File: config.mk
export PLATFORM = sky130hd
export DESIGN_NAME = shirr_ram
export DESIGN_NICKNAME = d
export VERILOG_FILES = /design/src/shirr_ram.sv
export SDC_FILE = /design/constraint.sdc
export NUM_CORES = 1
export LEC_CHECK = 0
export ABC_CLOCK_PERIOD_IN_PS = 1500
export BUFFER_PORTS_ARGS = -buffer_cell sky130_fd_sc_hd__buf_2
export CAP_MARGIN = 20
export CORE_MARGIN = 4
export CORE_UTILIZATION = 40
export DETAILED_ROUTE_END_ITERATION = 16
export RECOVER_POWER = 100
export SETUP_SLACK_MARGIN = 0.4
export SLEW_MARGIN = 5
export SYNTH_ARGS = -nofsm -noshare
export SYNTH_HDL_FRONTEND = slang
export SYNTH_SLANG_ARGS = --single-unit
File: constraint.sdc
create_clock -name clk_i -period 1.5 [get_ports clk_i]
set_input_delay 0.225 -clock clk_i [delete_from_list [all_inputs] [get_ports clk_i]]
set_output_delay 0.225 -clock clk_i [all_outputs]
set_load 0.01 [all_outputs]
File: src/shirr_ram.sv
`timescale 1ns / 1ps
module shirr_ram #(
  parameter int unsigned WIDTH = 8,
  parameter int unsigned DEPTH = 4
) (
  input  logic                     clk_i,
  input  logic                     we_i,
  input  logic [$clog2(DEPTH)-1:0] waddr_i,
  input  logic [WIDTH-1:0]         wdata_i,
  input  logic                     re_i,
  input  logic [$clog2(DEPTH)-1:0] raddr_i,
  output logic [WIDTH-1:0]         rdata_o
);

  logic [WIDTH-1:0] mem_q [DEPTH];

  always_ff @(posedge clk_i) begin
    if (we_i) begin
      mem_q[waddr_i] <= wdata_i;
    end
    if (re_i) begin
      rdata_o <= mem_q[raddr_i];
    end
  end

endmodule

# Yosys cells after proc, flatten, opt, wreduce, memory -nomap -nowiden
# Memories as Yosys holds them, arrays and structs flattened. A register that Yosys moved wholly into a read port is not among the register bits.
# Cells that the tools add are included.
dict set report op_classes {
  muxes 2
}
# cell count
set ops {}
lappend ops {{$mux W1} 2}
dict set report word_totals {
  mem_count 1
  word_cells 3
  regBits 0
  mem_bits_rw 32
}
# name words width read_ports rd_ports_with_merged_regs write_ports line
set mem_list {}
lappend mem_list {mem_q 4 8 1 1 1 15} ;# logic [WIDTH-1:0] mem_q [DEPTH];

# Logic depth before layout (Yosys ltp)
dict set report logic_depth {
  ltp_word 2
  mapped_depth 2
}

# Worst setup path after synthesis
# No wires, ideal clock.
dict set report synth_path {
  path_kind {input -> register}
  startpoint {input waddr_i[0]}
  endpoint {memory mem_q[0][0] (enable)}
  setup_slack_ns 0.211
  required_time_ns 1.115
  path_stages 1
  t_arrival_ns 0.904
  setup_time_ns 0.385
  path_cell_list {nor3b_1}
}
# element line
set synth_lines {}
lappend synth_lines {{start: declaration} 8} ;# input logic [$clog2(DEPTH)-1:0] waddr_i,
lappend synth_lines {{end: declaration} 15}
# No word-level cell before the write port.

# Worst setup path in the final report
dict set report layout_path {
  startpoint {memory mem_q[3][0]}
  endpoint {register rdata_o[0], read port of mem_q (data pin)}
}
# element line
set layout_lines {}
lappend layout_lines {{end: declaration} 12} ;# output logic [WIDTH-1:0] rdata_o
# No word-level cell between the ends.

==> key figures <==
Run status
  • Status: completed

Drt
  • Met3 wire length: ~90 microns
  • Top Metal Used: met4
  • Pre-Repair DR Iteration Count: 4
  • Routed vias: between 600 and 700
  • Via-to-Cell Ratio: 4.69
  • Met2 wire length: roughly 1200 microns
  • DRT met1 WL: 689 microns
  • Antenna viol nets, final: 0
  • DR DRC count: 0
  • DRT iter0 DRCs: 33
  • Routed wire length: around 2000 microns
  • Wirelength per Cell: 15.4 microns

Floorplanning
  • Core footprint: 3390 sq um
  • Top-Level Pins: 23
  • Die width: 67.8 microns
  • Row count: 21
  • Area of the die: about 4600 sq um
  • Die H: 67.8 microns
  • Starting Density: 0.422

Clock network
  • Clock slew seen by the registers of the worst setup and hold paths: 0.11 ns
  • Sink Count: 40
  • Post_cts resized: 0
  • Inserted Clock Buffers: 5
  • Post-CTS Hold Buffers: 0
  • CTS H-tree lvls: 2
  • CTS root buf: clkbuf_4
  • CTS tree: yes
  • Worst skew pair latency: between 0.3 and 0.4 ns
  • Clk buf depth: 2

Timing
  • Max-Slew Margin vs Limit: 0.646
  • RSZ-0062 raised after global routing: true
  • Final setup violation count: 0
  • Peak Freq: 915 MHz
  • Least-Margin Pin Slew: ~0.53 ns
  • Final Hold Fails: 0
  • Tmin final: 1.09 ns
  • Final Max Slew Viols: 0
  • Final period util: 0.728
  • Final setup margin: between 0.4 and 0.5 ns
  • Setup_tns: 0 ns
  • Clk_skew: 0.0122 ns

Cells and area
  • Util after Layout: 0.483
  • Area Growth Syn to Fin: 14.6%
  • Finished Layout Cells: 129
  • Final #Nets: 97
  • Number of antenna diodes: 0
  • Final instance area: 1640 sq um
  • Share of layout cells above drive strength 1: 0.229

Setup path
  • Critical Path Fanout Max: 1
  • Crit path depth: 1
  • CP max stage cell: mux4_2
  • Critical Path Max Stage Delay: 0.47 ns
  • CP delay by family, top: multiplexers
  • CP required: 1.59 ns
  • R2R Path End: rdata_o[0]
  • R2R Setup Slk: approximately 0.41 ns
  • CP bufs+invs: 0
  • Type of the worst setup path: flip-flop to flip-flop
  • RR Startpoint: mem_q[3][0]
  • Crit path cell chain: mux4_2
  • R2r worst-path depth: 1
  • Worst Path Arrival: 1.18 ns
  • CP endpoint kind: flip-flop
  • Crit start category: flip-flop

Power and ir drop
  • Leak pwr: 0.525 nW
  • VDD IR max: 0.507 mV
  • Cell area power density: 1270 nW/um^2

Place
  • Dpl cell area: 1590 sq um
  • Pre-CTS WS: 0.172 ns
  • Inst Count DP: 121
  • GPL Wtd Cong: 0.626
  • IO Port Bufs: 22

Logic synthesis
  • Yosys top cell area share: 0.841
  • Predominant post-synthesis flop cell: edfxtp_1
  • Post-synth EDFFs: 40
  • Mapped Avg Cell Area: 26.5 sq um
  • Post-Syn Instances: 54
  • Yosys reg bits: 40
  • Synth top cells by count: edfxtp_1 (40), mux4_2 (8), and3b_1 (2)
  • Sequential share of the synthesized area: 0.841
  • Synthesized cell area: 1430 sq um
  • Cell taking the most area after synthesis: edfxtp_1
  • FFs w/ async S/R, synth: 0
  • Yosys cell types: 7
  • Yosys Warn Count: 0
  • Most area-consuming cells after synthesis: edfxtp_1 (84%), mux4_2 (13%), and3b_1 (1.2%)
  • Cell with the most instances after synthesis: edfxtp_1
  • Synthesized net count: 69

Min path
  • Hold_sp: wdata_i[4]
  • Hold depth: 1
  • WHS Endpoint: mem_q[0][4]
  • HP Class: input pin to flip-flop

GRT
  • Gr usage total: 0.104
  • Number of global-route vias before repair: 636
  • Gr ovfl total: 0
  • Antenna violations before repair: 0
  • First-pass GRT wire length: between 3000 and 4000 microns
  • Largest net degree at the start of global routing: 13

Job
  • Max-cap violations: 0
-- per-layer routing --
metal | track usage | up-vias
li1 | - | 287
met1 | 0.0994 | 296
met2 | 0.177 | 16
met3 | 0.0366 | 6
met4 | 0.0835 | 0
met5 | 0 | -
-- metrics by stage --
stage / hold slack (ns) / total power [mW]
finish: 0.143 / 2.08
global route: 0.121 / 2.18
CTS: 0.0713 / 2.12
detailed placement: 0.447 / 1.46
global placement: 0.436 / 1.45
floorplan: 0.324 / 1.40
-- worst max path at each step --
stage	start	endpoint
after floorplan	raddr_i[0]	rdata_o[0]
after global placement	raddr_i[0]	rdata_o[5]
after detailed placement	raddr_i[0]	rdata_o[1]
after CTS	rdata_o[1]	rdata_o[1]
after global routing	rdata_o[4]	rdata_o[4]
final	mem_q[3][0]	rdata_o[0]
-- flip-flops by register name (all words and copies together), names as in the netlist --
signal,count
mem_q,32
rdata_o,8
-- power breakdown --
group	switching, mW	internal [mW]
clock network	0.314	0.350
registers	0.0117	1.30
logic	0.0620	0.0501
-- repair_timing --
action | 4_1_cts | 5_1_grt
setup buffers | 0 | 0
endpoints found under the hold margin | 0 | 0
setup endpoints to repair | 5 | 13
-- placed cells by master (no fill, tap or decap) --
cell type and n:
and3_1 1, and3b_1 2, buf_2 4, bufinv_16 1
clkbuf_1 20, clkbuf_4 5, clkinv_2 1, edfxtp_1 40
mux4_2 8, nor3b_1 1
-- final cells by class --
cell class,count,area [sq um]
well taps,46,57.6
repair buffers,23,91.3
multi-input cells,12,211
flip-flops and latches,40,1200
clock inverters,2,35.0
fillers,280,1750
clock buffers,6,41.3
-- cell families after synthesis --
| kind of cell | Yosys count | synth area share |
|---|---|---|
| simple gates | 4 | 0.0219 |
| flops | 40 | 0.841 |
| buf+inv | 2 | 0.0114 |
| mux | 8 | 0.126 |
Note: power is estimated with default switching activity, not from simulation.
